`src/rtl/blsc_pkg.sv`:
```
// ---------------------------------------------------------------------------
// blsc_pkg: shared types and constants for the load-shedding controller
// Band codes, configuration record, register map and reset values.
// ---------------------------------------------------------------------------
package blsc_pkg;

    localparam int unsigned SAMPLE_W   = 8;
    localparam int unsigned DUTY_W     = 8;
    localparam int unsigned COUNT_W    = 8;
    localparam int unsigned QUEUE_DEPTH_DEF = 2;

    localparam int unsigned APB_DATA_W = 32;
    localparam int unsigned REG_COUNT  = 8;
    localparam int unsigned REG_IDX_W  = $clog2(REG_COUNT);
    localparam int unsigned APB_ADDR_W = REG_IDX_W + 2;

    typedef enum logic [1:0] {
        BAND_SLEEP = 2'd0,
        BAND_CRIT  = 2'd1,
        BAND_EASE  = 2'd2,
        BAND_RAISE = 2'd3
    } band_t;

    localparam logic [REG_IDX_W-1:0] REG_RAISE_LEVEL   = 3'd0;
    localparam logic [REG_IDX_W-1:0] REG_EASE_LEVEL    = 3'd1;
    localparam logic [REG_IDX_W-1:0] REG_SLEEP_LEVEL   = 3'd2;
    localparam logic [REG_IDX_W-1:0] REG_DUTY_LIMIT    = 3'd3;
    localparam logic [REG_IDX_W-1:0] REG_BEAT_PERIOD   = 3'd4;
    localparam logic [REG_IDX_W-1:0] REG_SLOW_PERIOD   = 3'd5;
    localparam logic [REG_IDX_W-1:0] REG_MEDIUM_PERIOD = 3'd6;
    localparam logic [REG_IDX_W-1:0] REG_FAST_PERIOD   = 3'd7;

    localparam logic [7:0] RST_RAISE_LEVEL   = 8'd133;
    localparam logic [7:0] RST_EASE_LEVEL    = 8'd128;
    localparam logic [7:0] RST_SLEEP_LEVEL   = 8'd123;
    localparam logic [7:0] RST_DUTY_LIMIT    = 8'd250;
    localparam logic [7:0] RST_BEAT_PERIOD   = 8'd10;
    localparam logic [7:0] RST_SLOW_PERIOD   = 8'd100;
    localparam logic [7:0] RST_MEDIUM_PERIOD = 8'd30;
    localparam logic [7:0] RST_FAST_PERIOD   = 8'd10;

    typedef struct packed {
        logic [7:0] raise_level;
        logic [7:0] ease_level;
        logic [7:0] sleep_level;
        logic [7:0] duty_limit;
        logic [7:0] beat_period;
        logic [7:0] slow_period;
        logic [7:0] medium_period;
        logic [7:0] fast_period;
    } cfg_t;

    localparam cfg_t CFG_RESET = '{
        raise_level:   RST_RAISE_LEVEL,
        ease_level:    RST_EASE_LEVEL,
        sleep_level:   RST_SLEEP_LEVEL,
        duty_limit:    RST_DUTY_LIMIT,
        beat_period:   RST_BEAT_PERIOD,
        slow_period:   RST_SLOW_PERIOD,
        medium_period: RST_MEDIUM_PERIOD,
        fast_period:   RST_FAST_PERIOD
    };

endpackage

```
`src/rtl/blsc_if.sv`:
```
// ---------------------------------------------------------------------------
// blsc_if: request channels of the load-shedding controller
// Sample channel (four battery readings) and result channel (duties, pins).
// ---------------------------------------------------------------------------
interface blsc_sample_if;
    logic       valid;
    logic       ready;
    logic [7:0] sample_a;
    logic [7:0] sample_b;
    logic [7:0] sample_c;
    logic [7:0] sample_d;

    modport source (output valid, output sample_a, output sample_b,
                    output sample_c, output sample_d, input ready);
    modport sink   (input valid, input sample_a, input sample_b,
                    input sample_c, input sample_d, output ready);
endinterface

interface blsc_result_if;
    logic       valid;
    logic       ready;
    logic [7:0] duty_one;
    logic [7:0] duty_two;
    logic       beat_pin;
    logic       status_pin;
    logic       slept;
    logic [1:0] band;

    modport source (output valid, output duty_one, output duty_two,
                    output beat_pin, output status_pin, output slept,
                    output band, input ready);
    modport sink   (input valid, input duty_one, input duty_two,
                    input beat_pin, input status_pin, input slept,
                    input band, output ready);
endinterface

```
`src/rtl/blsc_front.sv`:
```
// ---------------------------------------------------------------------------
// blsc_front: sample intake and band classification
// Averages the four readings and registers the band for the queue.
// ---------------------------------------------------------------------------
module blsc_front (
    input  logic                 clk,
    input  logic                 rst_n,
    input  blsc_pkg::cfg_t       cfg,
    blsc_sample_if.sink          sample_ch,
    output logic                 push_valid,
    input  logic                 push_ready,
    output blsc_pkg::band_t      push_band
);

    logic                  valid_reg;
    logic                  valid_next;
    blsc_pkg::band_t       band_reg;
    logic [9:0]            sum;
    logic [7:0]            avg;
    blsc_pkg::band_t       band_class;
    logic                  take;

    assign sample_ch.ready = !valid_reg || push_ready;
    assign take            = sample_ch.valid && sample_ch.ready;

    assign sum = {2'b00, sample_ch.sample_a} + {2'b00, sample_ch.sample_b}
               + {2'b00, sample_ch.sample_c} + {2'b00, sample_ch.sample_d};
    assign avg = sum[9:2];

    always_comb
    begin
        if (avg < cfg.sleep_level)
        begin
            band_class = blsc_pkg::BAND_SLEEP;
        end
        else if (avg > cfg.raise_level)
        begin
            band_class = blsc_pkg::BAND_RAISE;
        end
        else if (avg > cfg.ease_level)
        begin
            band_class = blsc_pkg::BAND_EASE;
        end
        else
        begin
            band_class = blsc_pkg::BAND_CRIT;
        end
    end

    always_comb
    begin
        valid_next = valid_reg;
        if (take)
        begin
            valid_next = 1'b1;
        end
        else if (push_ready)
        begin
            valid_next = 1'b0;
        end
    end

    always_ff @(posedge clk or negedge rst_n)
    begin
        if (!rst_n)
        begin
            valid_reg <= 1'b0;
        end
        else
        begin
            valid_reg <= valid_next;
        end
    end

    always_ff @(posedge clk)
    begin
        if (take)
        begin
            band_reg <= band_class;
        end
    end

    assign push_valid = valid_reg;
    assign push_band  = band_reg;

endmodule

```
`src/rtl/blsc_queue.sv`:
```
// ---------------------------------------------------------------------------
// blsc_queue: small FIFO between classification and execution
// Holds classified requests so either side can stall on its own.
// ---------------------------------------------------------------------------
module blsc_queue #(
    parameter int unsigned DEPTH = blsc_pkg::QUEUE_DEPTH_DEF,
    parameter int unsigned WIDTH = $bits(blsc_pkg::band_t)
) (
    input  logic             clk,
    input  logic             rst_n,
    input  logic             push_valid,
    output logic             push_ready,
    input  logic [WIDTH-1:0] push_data,
    output logic             pop_valid,
    input  logic             pop_ready,
    output logic [WIDTH-1:0] pop_data
);

    localparam int unsigned PTR_W = (DEPTH > 1) ? $clog2(DEPTH) : 1;
    localparam int unsigned CNT_W = $clog2(DEPTH + 1);
    localparam logic [PTR_W-1:0] PTR_LAST = PTR_W'(DEPTH - 1);
    localparam logic [CNT_W-1:0] CNT_FULL = CNT_W'(DEPTH);

    logic [WIDTH-1:0] mem_reg [DEPTH];
    logic [PTR_W-1:0] wr_ptr_reg, wr_ptr_next;
    logic [PTR_W-1:0] rd_ptr_reg, rd_ptr_next;
    logic [CNT_W-1:0] count_reg, count_next;
    logic             do_push, do_pop;

    assign push_ready = (count_reg != CNT_FULL);
    assign pop_valid  = (count_reg != '0);
    assign pop_data   = mem_reg[rd_ptr_reg];
    assign do_push    = push_valid && push_ready;
    assign do_pop     = pop_valid && pop_ready;

    always_comb
    begin
        wr_ptr_next = wr_ptr_reg;
        rd_ptr_next = rd_ptr_reg;
        count_next  = count_reg;
        if (do_push)
        begin
            wr_ptr_next = (wr_ptr_reg == PTR_LAST) ? '0 : wr_ptr_reg + 1'b1;
        end
        if (do_pop)
        begin
            rd_ptr_next = (rd_ptr_reg == PTR_LAST) ? '0 : rd_ptr_reg + 1'b1;
        end
        if (do_push && !do_pop)
        begin
            count_next = count_reg + 1'b1;
        end
        else if (do_pop && !do_push)
        begin
            count_next = count_reg - 1'b1;
        end
    end

    always_ff @(posedge clk or negedge rst_n)
    begin
        if (!rst_n)
        begin
            wr_ptr_reg <= '0;
            rd_ptr_reg <= '0;
            count_reg  <= '0;
        end
        else
        begin
            wr_ptr_reg <= wr_ptr_next;
            rd_ptr_reg <= rd_ptr_next;
            count_reg  <= count_next;
        end
    end

    always_ff @(posedge clk)
    begin
        if (do_push)
        begin
            mem_reg[wr_ptr_reg] <= push_data;
        end
    end

endmodule

```
`src/rtl/blsc_back.sv`:
```
// ---------------------------------------------------------------------------
// blsc_back: duty stepping, heartbeat and status blink
// Applies one classified request per cycle while the result is not stalled, and registers the result.
// ---------------------------------------------------------------------------
module blsc_back (
    input  logic             clk,
    input  logic             rst_n,
    input  blsc_pkg::cfg_t   cfg,
    input  logic             pop_valid,
    output logic             pop_ready,
    input  blsc_pkg::band_t  pop_band,
    blsc_result_if.source    result_ch
);

    logic [7:0] first_duty_reg,  first_duty_next;
    logic [7:0] second_duty_reg, second_duty_next;
    logic [7:0] beat_count_reg,  beat_count_next;
    logic [7:0] blink_count_reg, blink_count_next;
    logic       beat_level_reg,  beat_level_next;
    logic       blink_level_reg, blink_level_next;
    logic       out_valid_reg,   out_valid_next;
    logic       slept_reg;
    logic [1:0] band_reg;

    logic [7:0] period;
    logic [7:0] beat_inc;
    logic [7:0] blink_inc;
    logic [7:0] first_step;
    logic [7:0] second_step;
    logic       do_pop;

    assign pop_ready = !out_valid_reg || result_ch.ready;
    assign do_pop    = pop_valid && pop_ready;
    assign beat_inc  = beat_count_reg + 8'd1;
    assign blink_inc = blink_count_reg + 8'd1;

    always_comb
    begin
        period           = cfg.fast_period;
        first_step       = first_duty_reg;
        second_step      = second_duty_reg;
        first_duty_next  = first_duty_reg;
        second_duty_next = second_duty_reg;
        beat_count_next  = beat_count_reg;
        blink_count_next = blink_count_reg;
        beat_level_next  = beat_level_reg;
        blink_level_next = blink_level_reg;

        unique case (pop_band)
            blsc_pkg::BAND_RAISE:
            begin
                period = cfg.slow_period;
                if (first_duty_reg < cfg.duty_limit)
                begin
                    first_step = first_duty_reg + 8'd1;
                end
                else if (second_duty_reg < cfg.duty_limit)
                begin
                    second_step = second_duty_reg + 8'd1;
                end
            end
            blsc_pkg::BAND_EASE:
            begin
                period = cfg.medium_period;
                if (second_duty_reg != 8'd0)
                begin
                    second_step = second_duty_reg - 8'd1;
                end
                else if (first_duty_reg != 8'd0)
                begin
                    first_step = first_duty_reg - 8'd1;
                end
            end
            blsc_pkg::BAND_CRIT:
            begin
                period = cfg.fast_period;
                // wrap below zero is caught by the limit check unless the limit is 255
                if (second_duty_reg != 8'd0)
                begin
                    second_step = second_duty_reg - 8'd2;
                end
                else if (first_duty_reg != 8'd0)
                begin
                    first_step = first_duty_reg - 8'd2;
                end
            end
            blsc_pkg::BAND_SLEEP:
            begin
                period = cfg.fast_period;
            end
            default:
            begin
                period = cfg.fast_period;
            end
        endcase

        if (do_pop)
        begin
            if (pop_band == blsc_pkg::BAND_SLEEP)
            begin
                // drop both loads, hold the counters
                first_duty_next  = 8'd0;
                second_duty_next = 8'd0;
                beat_level_next  = 1'b1;
                blink_level_next = 1'b0;
            end
            else
            begin
                if (beat_inc >= cfg.beat_period)
                begin
                    beat_count_next = 8'd0;
                    beat_level_next = !beat_level_reg;
                end
                else
                begin
                    beat_count_next = beat_inc;
                end
                if (blink_inc >= period)
                begin
                    blink_count_next = 8'd0;
                    blink_level_next = !blink_level_reg;
                end
                else
                begin
                    blink_count_next = blink_inc;
                end
                first_duty_next  = (first_step > cfg.duty_limit) ? 8'd0 : first_step;
                second_duty_next = (second_step > cfg.duty_limit) ? 8'd0 : second_step;
            end
        end

        out_valid_next = out_valid_reg;
        if (do_pop)
        begin
            out_valid_next = 1'b1;
        end
        else if (result_ch.ready)
        begin
            out_valid_next = 1'b0;
        end
    end

    always_ff @(posedge clk or negedge rst_n)
    begin
        if (!rst_n)
        begin
            first_duty_reg  <= 8'd0;
            second_duty_reg <= 8'd0;
            beat_count_reg  <= 8'd0;
            blink_count_reg <= 8'd0;
            beat_level_reg  <= 1'b0;
            blink_level_reg <= 1'b0;
            out_valid_reg   <= 1'b0;
        end
        else
        begin
            first_duty_reg  <= first_duty_next;
            second_duty_reg <= second_duty_next;
            beat_count_reg  <= beat_count_next;
            blink_count_reg <= blink_count_next;
            beat_level_reg  <= beat_level_next;
            blink_level_reg <= blink_level_next;
            out_valid_reg   <= out_valid_next;
        end
    end

    always_ff @(posedge clk)
    begin
        if (do_pop)
        begin
            slept_reg <= (pop_band == blsc_pkg::BAND_SLEEP);
            band_reg  <= pop_band;
        end
    end

    assign result_ch.valid      = out_valid_reg;
    assign result_ch.duty_one   = first_duty_reg;
    assign result_ch.duty_two   = second_duty_reg;
    assign result_ch.beat_pin   = beat_level_reg;
    assign result_ch.status_pin = blink_level_reg;
    assign result_ch.slept      = slept_reg;
    assign result_ch.band       = band_reg;

endmodule

```
`src/rtl/battery_load_shedding_controller_core.sv`:
```
// ---------------------------------------------------------------------------
// battery_load_shedding_controller_core: top level of the load shedder
// Per tick, averages four battery readings and steps two load duties.
// ---------------------------------------------------------------------------
// Usage:
//   sample_ch carries one tick request: four 8-bit battery readings.
//   result_ch returns one request per tick: both load duties, heartbeat and
//   status pin levels, the slept flag and the voltage band.
//   Thresholds and periods sit in eight APB registers at byte offsets 4*i;
//   write them only while no tick is in flight.
//   A tick passes the classify register, a queue slot and the duty/blink
//   update registers before its result shows on result_ch.
//   Throughput: one tick per cycle while result_ch.ready keeps up; the duty
//   and counter update is combinational, so only a stalled receiver throttles.
//   A stalled receiver holds the result register; the queue between the
//   classifier and the update stage absorbs requests until it fills, then
//   sample_ch.ready drops.
//   Reset clears duties, counters, pin levels and the queue, and loads the
//   registers with their default levels and periods.
// ---------------------------------------------------------------------------
module battery_load_shedding_controller_core #(
    parameter int unsigned QUEUE_DEPTH = blsc_pkg::QUEUE_DEPTH_DEF
) (
    input  logic                              clk,
    input  logic                              rst_n,
    blsc_sample_if.sink                       sample_ch,
    blsc_result_if.source                     result_ch,
    input  logic                              psel,
    input  logic                              penable,
    input  logic                              pwrite,
    input  logic [blsc_pkg::APB_ADDR_W-1:0]   paddr,
    input  logic [blsc_pkg::APB_DATA_W-1:0]   pwdata,
    output logic [blsc_pkg::APB_DATA_W-1:0]   prdata,
    output logic                              pready
);

    blsc_pkg::cfg_t                   cfg_reg, cfg_next;
    logic [blsc_pkg::REG_IDX_W-1:0]   reg_idx;
    logic [7:0]                       rd_value;
    logic                             wr_en;

    logic                             push_valid, push_ready;
    blsc_pkg::band_t                  push_band;
    logic                             pop_valid, pop_ready;
    logic [1:0]                       pop_bits;
    blsc_pkg::band_t                  pop_band;

    assign pready  = 1'b1;
    assign reg_idx = paddr[blsc_pkg::APB_ADDR_W-1:2];
    assign wr_en   = psel && penable && pwrite && pready;

    always_comb
    begin
        cfg_next = cfg_reg;
        rd_value = 8'd0;
        unique case (reg_idx)
            blsc_pkg::REG_RAISE_LEVEL:   rd_value = cfg_reg.raise_level;
            blsc_pkg::REG_EASE_LEVEL:    rd_value = cfg_reg.ease_level;
            blsc_pkg::REG_SLEEP_LEVEL:   rd_value = cfg_reg.sleep_level;
            blsc_pkg::REG_DUTY_LIMIT:    rd_value = cfg_reg.duty_limit;
            blsc_pkg::REG_BEAT_PERIOD:   rd_value = cfg_reg.beat_period;
            blsc_pkg::REG_SLOW_PERIOD:   rd_value = cfg_reg.slow_period;
            blsc_pkg::REG_MEDIUM_PERIOD: rd_value = cfg_reg.medium_period;
            blsc_pkg::REG_FAST_PERIOD:   rd_value = cfg_reg.fast_period;
            default:                     rd_value = 8'd0;
        endcase
        if (wr_en)
        begin
            unique case (reg_idx)
                blsc_pkg::REG_RAISE_LEVEL:   cfg_next.raise_level   = pwdata[7:0];
                blsc_pkg::REG_EASE_LEVEL:    cfg_next.ease_level    = pwdata[7:0];
                blsc_pkg::REG_SLEEP_LEVEL:   cfg_next.sleep_level   = pwdata[7:0];
                blsc_pkg::REG_DUTY_LIMIT:    cfg_next.duty_limit    = pwdata[7:0];
                blsc_pkg::REG_BEAT_PERIOD:   cfg_next.beat_period   = pwdata[7:0];
                blsc_pkg::REG_SLOW_PERIOD:   cfg_next.slow_period   = pwdata[7:0];
                blsc_pkg::REG_MEDIUM_PERIOD: cfg_next.medium_period = pwdata[7:0];
                blsc_pkg::REG_FAST_PERIOD:   cfg_next.fast_period   = pwdata[7:0];
                default:                     cfg_next = cfg_reg;
            endcase
        end
    end

    assign prdata = {{(blsc_pkg::APB_DATA_W-8){1'b0}}, rd_value};

    always_ff @(posedge clk or negedge rst_n)
    begin
        if (!rst_n)
        begin
            cfg_reg <= blsc_pkg::CFG_RESET;
        end
        else
        begin
            cfg_reg <= cfg_next;
        end
    end

    blsc_front u_front (
        .clk        (clk),
        .rst_n      (rst_n),
        .cfg        (cfg_reg),
        .sample_ch  (sample_ch),
        .push_valid (push_valid),
        .push_ready (push_ready),
        .push_band  (push_band)
    );

    blsc_queue #(
        .DEPTH (QUEUE_DEPTH),
        .WIDTH ($bits(blsc_pkg::band_t))
    ) u_queue (
        .clk        (clk),
        .rst_n      (rst_n),
        .push_valid (push_valid),
        .push_ready (push_ready),
        .push_data  (push_band),
        .pop_valid  (pop_valid),
        .pop_ready  (pop_ready),
        .pop_data   (pop_bits)
    );

    assign pop_band = blsc_pkg::band_t'(pop_bits);

    blsc_back u_back (
        .clk       (clk),
        .rst_n     (rst_n),
        .cfg       (cfg_reg),
        .pop_valid (pop_valid),
        .pop_ready (pop_ready),
        .pop_band  (pop_band),
        .result_ch (result_ch)
    );

endmodule

```
`src/flat_wrapper.sv`:
```
// flat-port wrapper written by rule: the top's interface ports become plain ports
module battery_load_shedding_controller_core_flat 
#(
    parameter int unsigned QUEUE_DEPTH = blsc_pkg::QUEUE_DEPTH_DEF
)
  (clk, rst_n, psel, penable, pwrite, paddr, pwdata, prdata, pready, sample_ch_valid, sample_ch_sample_a, sample_ch_sample_b, sample_ch_sample_c, sample_ch_sample_d, sample_ch_ready, result_ch_valid, result_ch_duty_one, result_ch_duty_two, result_ch_beat_pin, result_ch_status_pin, result_ch_slept, result_ch_band, result_ch_ready);
  blsc_sample_if sample_ch_i ();
  blsc_result_if result_ch_i ();
  input  logic clk;
  input  logic rst_n;
  input  logic psel;
  input  logic penable;
  input  logic pwrite;
  input  logic [blsc_pkg::APB_ADDR_W-1:0] paddr;
  input  logic [blsc_pkg::APB_DATA_W-1:0] pwdata;
  output logic [blsc_pkg::APB_DATA_W-1:0] prdata;
  output logic pready;
  input wire logic [$bits(sample_ch_i.valid)-1:0] sample_ch_valid;
  input wire logic [$bits(sample_ch_i.sample_a)-1:0] sample_ch_sample_a;
  input wire logic [$bits(sample_ch_i.sample_b)-1:0] sample_ch_sample_b;
  input wire logic [$bits(sample_ch_i.sample_c)-1:0] sample_ch_sample_c;
  input wire logic [$bits(sample_ch_i.sample_d)-1:0] sample_ch_sample_d;
  output wire logic [$bits(sample_ch_i.ready)-1:0] sample_ch_ready;
  output wire logic [$bits(result_ch_i.valid)-1:0] result_ch_valid;
  output wire logic [$bits(result_ch_i.duty_one)-1:0] result_ch_duty_one;
  output wire logic [$bits(result_ch_i.duty_two)-1:0] result_ch_duty_two;
  output wire logic [$bits(result_ch_i.beat_pin)-1:0] result_ch_beat_pin;
  output wire logic [$bits(result_ch_i.status_pin)-1:0] result_ch_status_pin;
  output wire logic [$bits(result_ch_i.slept)-1:0] result_ch_slept;
  output wire logic [$bits(result_ch_i.band)-1:0] result_ch_band;
  input wire logic [$bits(result_ch_i.ready)-1:0] result_ch_ready;
  assign sample_ch_i.valid = sample_ch_valid;
  assign sample_ch_i.sample_a = sample_ch_sample_a;
  assign sample_ch_i.sample_b = sample_ch_sample_b;
  assign sample_ch_i.sample_c = sample_ch_sample_c;
  assign sample_ch_i.sample_d = sample_ch_sample_d;
  assign sample_ch_ready = sample_ch_i.ready;
  assign result_ch_valid = result_ch_i.valid;
  assign result_ch_duty_one = result_ch_i.duty_one;
  assign result_ch_duty_two = result_ch_i.duty_two;
  assign result_ch_beat_pin = result_ch_i.beat_pin;
  assign result_ch_status_pin = result_ch_i.status_pin;
  assign result_ch_slept = result_ch_i.slept;
  assign result_ch_band = result_ch_i.band;
  assign result_ch_i.ready = result_ch_ready;
  battery_load_shedding_controller_core #(.QUEUE_DEPTH(QUEUE_DEPTH)) u_core (.clk(clk), .rst_n(rst_n), .sample_ch(sample_ch_i), .result_ch(result_ch_i), .psel(psel), .penable(penable), .pwrite(pwrite), .paddr(paddr), .pwdata(pwdata), .prdata(prdata), .pready(pready));
endmodule
```
`config.mk`:
```
export PLATFORM = sky130hd
export DESIGN_NAME = battery_load_shedding_controller_core_flat
export DESIGN_NICKNAME = d
export VERILOG_FILES = /design/src/rtl/blsc_pkg.sv /design/src/rtl/blsc_if.sv /design/src/rtl/blsc_front.sv /design/src/rtl/blsc_queue.sv /design/src/rtl/blsc_back.sv /design/src/rtl/battery_load_shedding_controller_core.sv /design/src/flat_wrapper.sv
export SDC_FILE = /design/constraint.sdc
export NUM_CORES = 1
export LEC_CHECK = 0
export ABC_AREA = 1
export ABC_CLOCK_PERIOD_IN_PS = 4250
export BUFFER_PORTS_ARGS = -buffer_cell sky130_fd_sc_hd__buf_2
export CAP_MARGIN = 40
export CORE_ASPECT_RATIO = 2
export CORE_MARGIN = 3
export CORE_UTILIZATION = 46
export DETAILED_ROUTE_END_ITERATION = 8
export MAX_ROUTING_LAYER = met4
export PLACE_DENSITY_LB_ADDON = 0.3
export SLEW_MARGIN = 20
export SYNTH_ARGS = -nofsm -noshare
export SYNTH_HDL_FRONTEND = slang
export SYNTH_HIERARCHICAL = 1
export SYNTH_SLANG_ARGS = --single-unit
export TNS_END_PERCENT = 100
```
`constraint.sdc`:
```
create_clock -name clk -period 4.25 [get_ports clk]
set_input_delay 0.2125 -clock clk [delete_from_list [all_inputs] [get_ports clk]]
set_output_delay 0.2125 -clock clk [all_outputs]
set_load 0.005 [all_outputs]
```
# After elaboration in Yosys (flattened, before gate mapping)
# Memory sizes are Yosys's and may differ from the RTL's.
# Index checks and enable logic that the tools add are counted.
# word_totals
register_bits	109
latch_bits	0
ram_bits	4
rom_bits	0
inputBits	76
output_inout_bits	56
elab_cells	131
n_memories	1
# mem_list
memory	depth	width	read_ports	rd_clocked_by_memory_dff	wr	line	rtl
u_core.u_queue.mem_reg	2	2	1	0	1	blsc_queue.sv:24	logic [WIDTH-1:0] mem_reg [DEPTH];
# classes
n_addsub	15
n_mul	0
div	0
order_cmp	9
n_eq_ne	11
n_shift	0
muxes	35
n_bitwise	1
n_reduce_logical	37
# op_table
operator	n
$mux 8	15
$pmux 8 s3	3
$pmux 8 s8	1
$add 8x1->8 const B	4
$gt 8x8->1	4
$lt 8x8->1	3
$reduce_and 2->1	11
$ge 8x8->1	2
$reduce_bool 8->1	2
$sub 8x1->8 const B	2
$sub 8x2->8 const B	2
$eq 3x3->1 const B	4
$mux 1	12
$reduce_bool 2->1	6
$add 10x8->10	1
$add 9x8->10	1
$add 8x8->9	1
$mux 2	4
$logic_and 1x1->1	7
$eq 3x2->1 const B	2
$logic_not 1->1	6
$eq 2x2->1 const B	2
$eq 3x1->1 const B	1
$logic_not 3->1	1
9 further kinds	11

# Depth between registers and ports, before layout
# depth
word_depth	7
ltp_mapped	23
ltp_nobuf	23

# Modules after synthesis
# The synthesis kept the hierarchy.
# by_module_without_submodules
mod	n_inst	cells_per_inst	area_per_inst_um2	seq_area_each_um2
blsc_back	1	639	4501.8	965.9
battery_load_shedding_controller_core	1	392	3470.8	1635.3
blsc_front	1	218	1491.4	85.1
blsc_queue	1	39	387.9	220.2

# Worst setup path after synthesis
# OpenSTA, ideal clock, no wires.
# synth_path
path_type	input to register
start	input port sample_ch_sample_a[1]
end	register u_core.u_front.band_reg[1], in the netlist u_core/u_front/push_band[1], data pin
setup_ns	0.260
arrival_ns	2.967
required_ns	3.990
setup_slack_ns	1.023
cell_stages	19
path_buffers	0
cell_sequence	inv_1 -> fa_1 -> inv_1 -> fa_1 -> nand2_1 -> nor2_2 -> fa_1 -> nand3_1 -> nand2_1 -> nand3_1 -> nand2_1 -> xor2_1 -> ha_1 -> a21oi_1 -> nor2_1 -> nor2_1 -> nand2_1 -> nand2_1 -> a21oi_1
# synth_between
elab_chain_len	6
word_cells_on_any_way	8
classes_between	add/sub: 3; order compare: 3; mux: 2
# synth_rtl
item	line	rtl
start: declaration	flat_wrapper.sv:19	input wire logic [$bits(sample_ch_i.sample_a)-1:0] sample_ch_sample_a;
$add 8x8->9 *	blsc_front.sv:26	assign sum = {2'b00, sample_ch.sample_a} + {2'b00, sample_ch.sample_b}
$add 9x8->10 *	blsc_front.sv:27	+ {2'b00, sample_ch.sample_c} + {2'b00, sample_ch.sample_d};
$add 10x8->10 *	blsc_front.sv:27	
$gt 8x8->1	blsc_front.sv:40	else if (avg > cfg.ease_level)
$mux 2	blsc_front.sv:40	
$mux 2	blsc_front.sv:36	else if (avg > cfg.raise_level)
end signal: assignment	blsc_front.sv:79	band_reg <= band_class;
end: declaration	blsc_front.sv:17	blsc_pkg::band_t band_reg;
# Mark *: on every way between the ends. The rest lies on a longest branch, timed or not.
# A chain may end at the register's enable or synchronous reset.

# Worst setup path in the final report
# layout_path
start	register u_core/cfg_reg[39] (netlist bit)
end	register u_core.u_back.first_duty_reg[0], in the netlist u_core/u_back/result_ch.duty_one[0]
# layout_between
elab_chain_len	6
# layout_rtl
item	line	rtl
start: declaration	battery_load_shedding_controller_core.sv:37	blsc_pkg::cfg_t cfg_reg, cfg_next;
start signal: assignment	battery_load_shedding_controller_core.sv:89	cfg_reg <= blsc_pkg::CFG_RESET;
start signal: assignment	battery_load_shedding_controller_core.sv:93	cfg_reg <= cfg_next;
$lt 8x8->1	blsc_back.sv:53	if (first_duty_reg < cfg.duty_limit)
$mux 8	blsc_back.sv:53	
$pmux 8 s3	blsc_back.sv:49	unique case (pop_band)
$gt 8x8->1	blsc_back.sv:127	first_duty_next = (first_step > cfg.duty_limit) ? 8'd0 : first_step;
$mux 8 *	blsc_back.sv:127	
$mux 8 *	blsc_back.sv:99	if (pop_band == blsc_pkg::BAND_SLEEP)
end signal: assignment	blsc_back.sv:157	first_duty_reg <= first_duty_next;
end: declaration	blsc_back.sv:15	logic [7:0] first_duty_reg, first_duty_next;
# Marked as above.

==> impl_results.md <==
- Combinational family with the most area after synthesis: simple AND/OR/NAND/NOR gates
- Placeable core region: 0.0210 mm^2
- Final Power: 7.27 mW
- PD cells: 663 mW/mm^2
- Post-cts resize count: 0
- Clock share of power: 0.197
- X dimension of the die: 109 um
- Post-route ant nets: 0
- Fill count: 2,064
- Maximum net fanout on the critical path: 14
- Endpoint with the worst hold slack: u_core/cfg_reg[11]
- Internal power consumption: 3.81 mW
- Post-synthesis share of cell area spent on full adders, half adders and majority gates: 0.147
- Proportion of layout cells with a drive suffix above 1: 0.180
- Fin crit period: 3.80 ns
- Wire length of the first global-routing pass: 43,700 um
- Reg clk slew, reported paths: 0.05 ns
- Hold Path Class: input pin to flip-flop
- Type of the setup path with the least slack: flip-flop to flip-flop
- Wire length per cell: 16.9 um
- Number of search-and-repair iterations in the first detailed-routing pass: 8
- Tightest slew margin relative to the limit: 0.500
- Largest register FFs: 64
- Reg2reg end: u_core/u_back/result_ch.duty_one[0]
- Total of warnings raised by yosys: 6
- Clock tree from TritonCTS: yes
- Proportion of synthesized flip-flops having asynchronous set or reset: 0.920
- Logic depth of the worst register-to-register path: 16
- Number of buffers inserted to repair setup after CTS: 0
- Cells on Worst Hold Path: 3
- Worst reg2reg setup slack: 0.45 ns
- Final max-slew violation count: 0
- Status: finished clean
- Synthesis-stage register bit count: 113
- Portion of total power attributed to sequential cells: 0.230
- Worst path required time: 4.59 ns
- Synthesized-area fraction occupied by and/or/nand/nor cells: 0.277
- Pin count of the biggest net entering global routing: 53
- Nature of the critical path endpoint: flip-flop
- Area grow syn2layout: 11.2%
- Launching element type of the critical path: flip-flop
- Slowest-stage cell, CP: sky130_fd_sc_hd__dfstp_2
- Maximum ir drop on the vdd rail: 0.383 mV
- Die area: 0.0233 mm^2
- Instance count of the mapped netlist: 1,288
- Standard-cell rows: 75
- Number of nets in the layout: 1,546
- Post-synthesis cell type count: 57
- Port Buffer Count: 80
- Clock Skews: 0.0107 ns
- Comb pwr share: 0.573
- Overall die height: 213 um
- Most common cell on crit path: sky130_fd_sc_hd__nand2_1
- Prevailing post-synth register cell: sky130_fd_sc_hd__dfrtp_1
- Synth top area share: 0.196
- Root buf cell: sky130_fd_sc_hd__clkbuf_16
- Leading post-synthesis cells by cell area: sky130_fd_sc_hd__dfrtp_1 20%, sky130_fd_sc_hd__nand2_1 12%, sky130_fd_sc_hd__ha_1 11%, sky130_fd_sc_hd__dfstp_2 7.2%, sky130_fd_sc_hd__inv_1 6.7%
- Biggest area consumer among synthesized cells: sky130_fd_sc_hd__dfrtp_1
- Sink Count: 113
- Number of hold buffers added after CTS: 4
- Post-Syn Area: 0.00985 mm^2
- Syn avg cell area: 7.65 um^2
- Total Neg Setup Slack: 0 ns
- Max H-tree Level: 4
- Maximum Capacitance Violations: 0
- Critical Path, Cell by Cell: inv_1, ha_1, a21oi_1, o21a_1, a21boi_4, nand2_1, nand3_1, o211ai_1, ha_1, a21oi_1, o21ai_0, nand2_1, o211ai_1, a21oi_2, nand2_1, o21ai_1
- Number of failing hold endpoints at the final stage: 0
- Max Buffers Root-to-Sink: 2
- Clock insertion delay at the later pin of the skew report: 0.42 ns
- Multiplexer area fraction after synthesis: 0.00102
- Share of total power consumed by net switching: 0.475
- DP HPWL: 21,700 um
- Critical path arrival: 4.14 ns
- Post-route fraction of the period consumed by the critical path: 0.895
- Vias in the first global route: 8,776
- GRT Residual Overflow: 0
- Vias after detailed routing: 8,803
- Measured slew at the worst slew-check pin: 0.751 ns
- Number of ports placed on the die boundary: 132
- Global placer's final weighted congestion: 1.02
- Register area share after synthesis: 0.295
- Initial antenna violation count: 0
- Number of buffers inserted during clock tree synthesis: 17
- Synth Area in Compound Gates: 0.124
- Leak: 5.87 nW
- # DRC: 0
- Xor/xnor share of the synthesized area: 0.0328
- Number of failing setup endpoints in the final timing report: 0
- Mean number of vias per cell: 5.35
- Largest incremental delay on the critical path: 0.54 ns
- Min-Delay Startpoint: pwdata[3]
- Number of enable flip-flop cells after synthesis: 9
- Antenna fix cells: 0
- RSZ-0062 raised after global routing: no
- Total track usage: 0.254
- Highest attainable clock frequency: 263 MHz
- Layout Utilization: 0.521
- 1st-iter DRT viols: 586
- Start of the worst register-to-register path: u_core/cfg_reg[39]
- Switching power: 3.45 mW
- Detailed Route WL: 27,800 um
- Starting utilization of the core area: 0.469
==> metrics by stage <==
| stage | setup slack (ns) | hold WS, ns | instances | instance area (um^2) |
|---|---|---|---|---|
| after floorplan | 1.02 | -0.0831 | 1311 | 9940 |
| after global placement | 0.508 | 0.405 | 1609 | 10300 |
| after detailed placement | 0.477 | 0.128 | 1610 | 10300 |
| after CTS | 0.519 | 0.00135 | 1646 | 11000 |
| after global routing | 0.252 | 0.0374 | 1646 | 11000 |
| final | 0.447 | 0.0254 | 1646 | 11000 |
==> layout by cell type, fill, tap and decap left out, drive strengths merged, types with 2 or more instances in the layout <==
cell type	netlist	layout
dfstp	27	27
nand2	337	337
inv	190	190
bufinv	0	2
nand4	50	50
a21oi	68	68
o21bai	3	3
buf	55	93
a31oi	3	3
nor3	12	12
clkbuf	8	28
ha	90	90
o221ai	6	6
nand3	82	82
nand3b	4	4
xor2	32	32
o211ai	15	15
conb	2	25
fa	16	16
clkinv	4	6
o21a	4	4
edfxtp	9	9
nor2	85	85
a21o	2	2
xnor2	4	4
o21ai	81	81
or2	5	5
dlygate4sd3	0	4
o22ai	10	10
dfrtp	77	77
==> worst max path at each step <==
| stage | start | to | slack [ns] | cells after the start |
|---|---|---|---|---|
| 2_1_floorplan | sample_ch_sample_a[1] | u_core/u_front/push_band[1] | 1.02 | 19 |
| 3_3_place_gp | sample_ch_sample_a[1] | u_core/u_front/push_band[1] | 0.51 | 20 |
| 3_5_place_dp | sample_ch_sample_a[1] | u_core/u_front/push_band[1] | 0.48 | 20 |
| 4_1_cts | u_core/cfg_reg[39] | u_core/u_back/result_ch.duty_one[1] | 0.52 | 16 |
| 5_1_grt | u_core/cfg_reg[39] | u_core/u_back/result_ch.duty_one[1] | 0.25 | 16 |
| 6_report | u_core/cfg_reg[39] | u_core/u_back/result_ch.duty_one[0] | 0.45 | 16 |
==> worst max-delay path: cells and delay by family, from the launching register on <==
| family | cells | cell delay, ns |
|---|---|---|
| AND/OR/NAND/NOR | 4 | 0.42 |
| flip-flops | 1 | 0.54 |
| adder cells (fa/ha/maj) | 2 | 0.68 |
| AO/OA/AOI/OAI | 9 | 1.97 |
| buffers and inverters | 1 | 0.10 |
==> cell type report <==
type,instances,area [um^2],area share
Multi-Input combinational cell,941,5820,0.532
Timing Repair Buffer,97,561,0.0512
Inverter,194,738,0.0674
Tap cell,269,337,0.0307
Sequential cell,113,2910,0.265
Clock buffer,28,518,0.0473
Clock inverter,4,70.1,0.00640
==> cells in the mapped netlist, types with 6 or more instances <==
| cell | count |
|---|---|
| sky130_fd_sc_hd__nand2_1 | 314 |
| sky130_fd_sc_hd__inv_1 | 175 |
| sky130_fd_sc_hd__ha_1 | 90 |
| sky130_fd_sc_hd__nand3_1 | 78 |
| sky130_fd_sc_hd__dfrtp_1 | 77 |
| sky130_fd_sc_hd__nor2_1 | 70 |
| sky130_fd_sc_hd__a21oi_1 | 59 |
| sky130_fd_sc_hd__nand4_1 | 49 |
| sky130_fd_sc_hd__o21ai_0 | 32 |
| sky130_fd_sc_hd__xor2_1 | 31 |
| sky130_fd_sc_hd__buf_4 | 28 |
| sky130_fd_sc_hd__o21ai_1 | 28 |
| sky130_fd_sc_hd__dfstp_2 | 27 |
| sky130_fd_sc_hd__o21ai_2 | 21 |
| sky130_fd_sc_hd__fa_1 | 16 |
| sky130_fd_sc_hd__o211ai_1 | 15 |
| sky130_fd_sc_hd__buf_6 | 14 |
| sky130_fd_sc_hd__inv_2 | 14 |
| sky130_fd_sc_hd__nand2_2 | 13 |
| sky130_fd_sc_hd__nand2_4 | 10 |
| sky130_fd_sc_hd__o22ai_1 | 10 |
| sky130_fd_sc_hd__a21oi_2 | 9 |
| sky130_fd_sc_hd__buf_2 | 9 |
| sky130_fd_sc_hd__edfxtp_1 | 9 |
| sky130_fd_sc_hd__clkbuf_1 | 8 |
| sky130_fd_sc_hd__nor2_4 | 8 |
| sky130_fd_sc_hd__nor3_1 | 7 |
| sky130_fd_sc_hd__o221ai_1 | 6 |
==> metal layers <==
metal  global-route usage  vias to the layer above  routed length (um)  share of wire
met5                    -                        -                   0              0
met4                0.188                        0                2260          0.081
met3               0.0405                      122                1070          0.038
met2                0.469                      299               15300           0.55
met1                0.224                     4066                9170           0.33
li1                     -                     4316                   -              -
==> cells by family after synthesis <==
family                     after synthesis
and+or+nand+nor                        576
buffers and inverters                  257
AOI/OAI and AO/OA                      197
DFF                                    113
adders and majority gates              106
xor gates and xnor gates                36
other                                    2
muxes                                    1
==> power by group through the flow <==
stage | registers [mW] | logic (mW) | clock network (mW)
finish | 1.67 | 4.17 | 1.43
global route | 1.70 | 4.66 | 1.51
global placement | 1.67 | 4.00 | 0
detailed placement | 1.68 | 4.10 | 0
floorplan | 1.61 | 3.05 | 0
CTS | 1.67 | 4.15 | 1.46
Power figures use the tool's default switching activity.
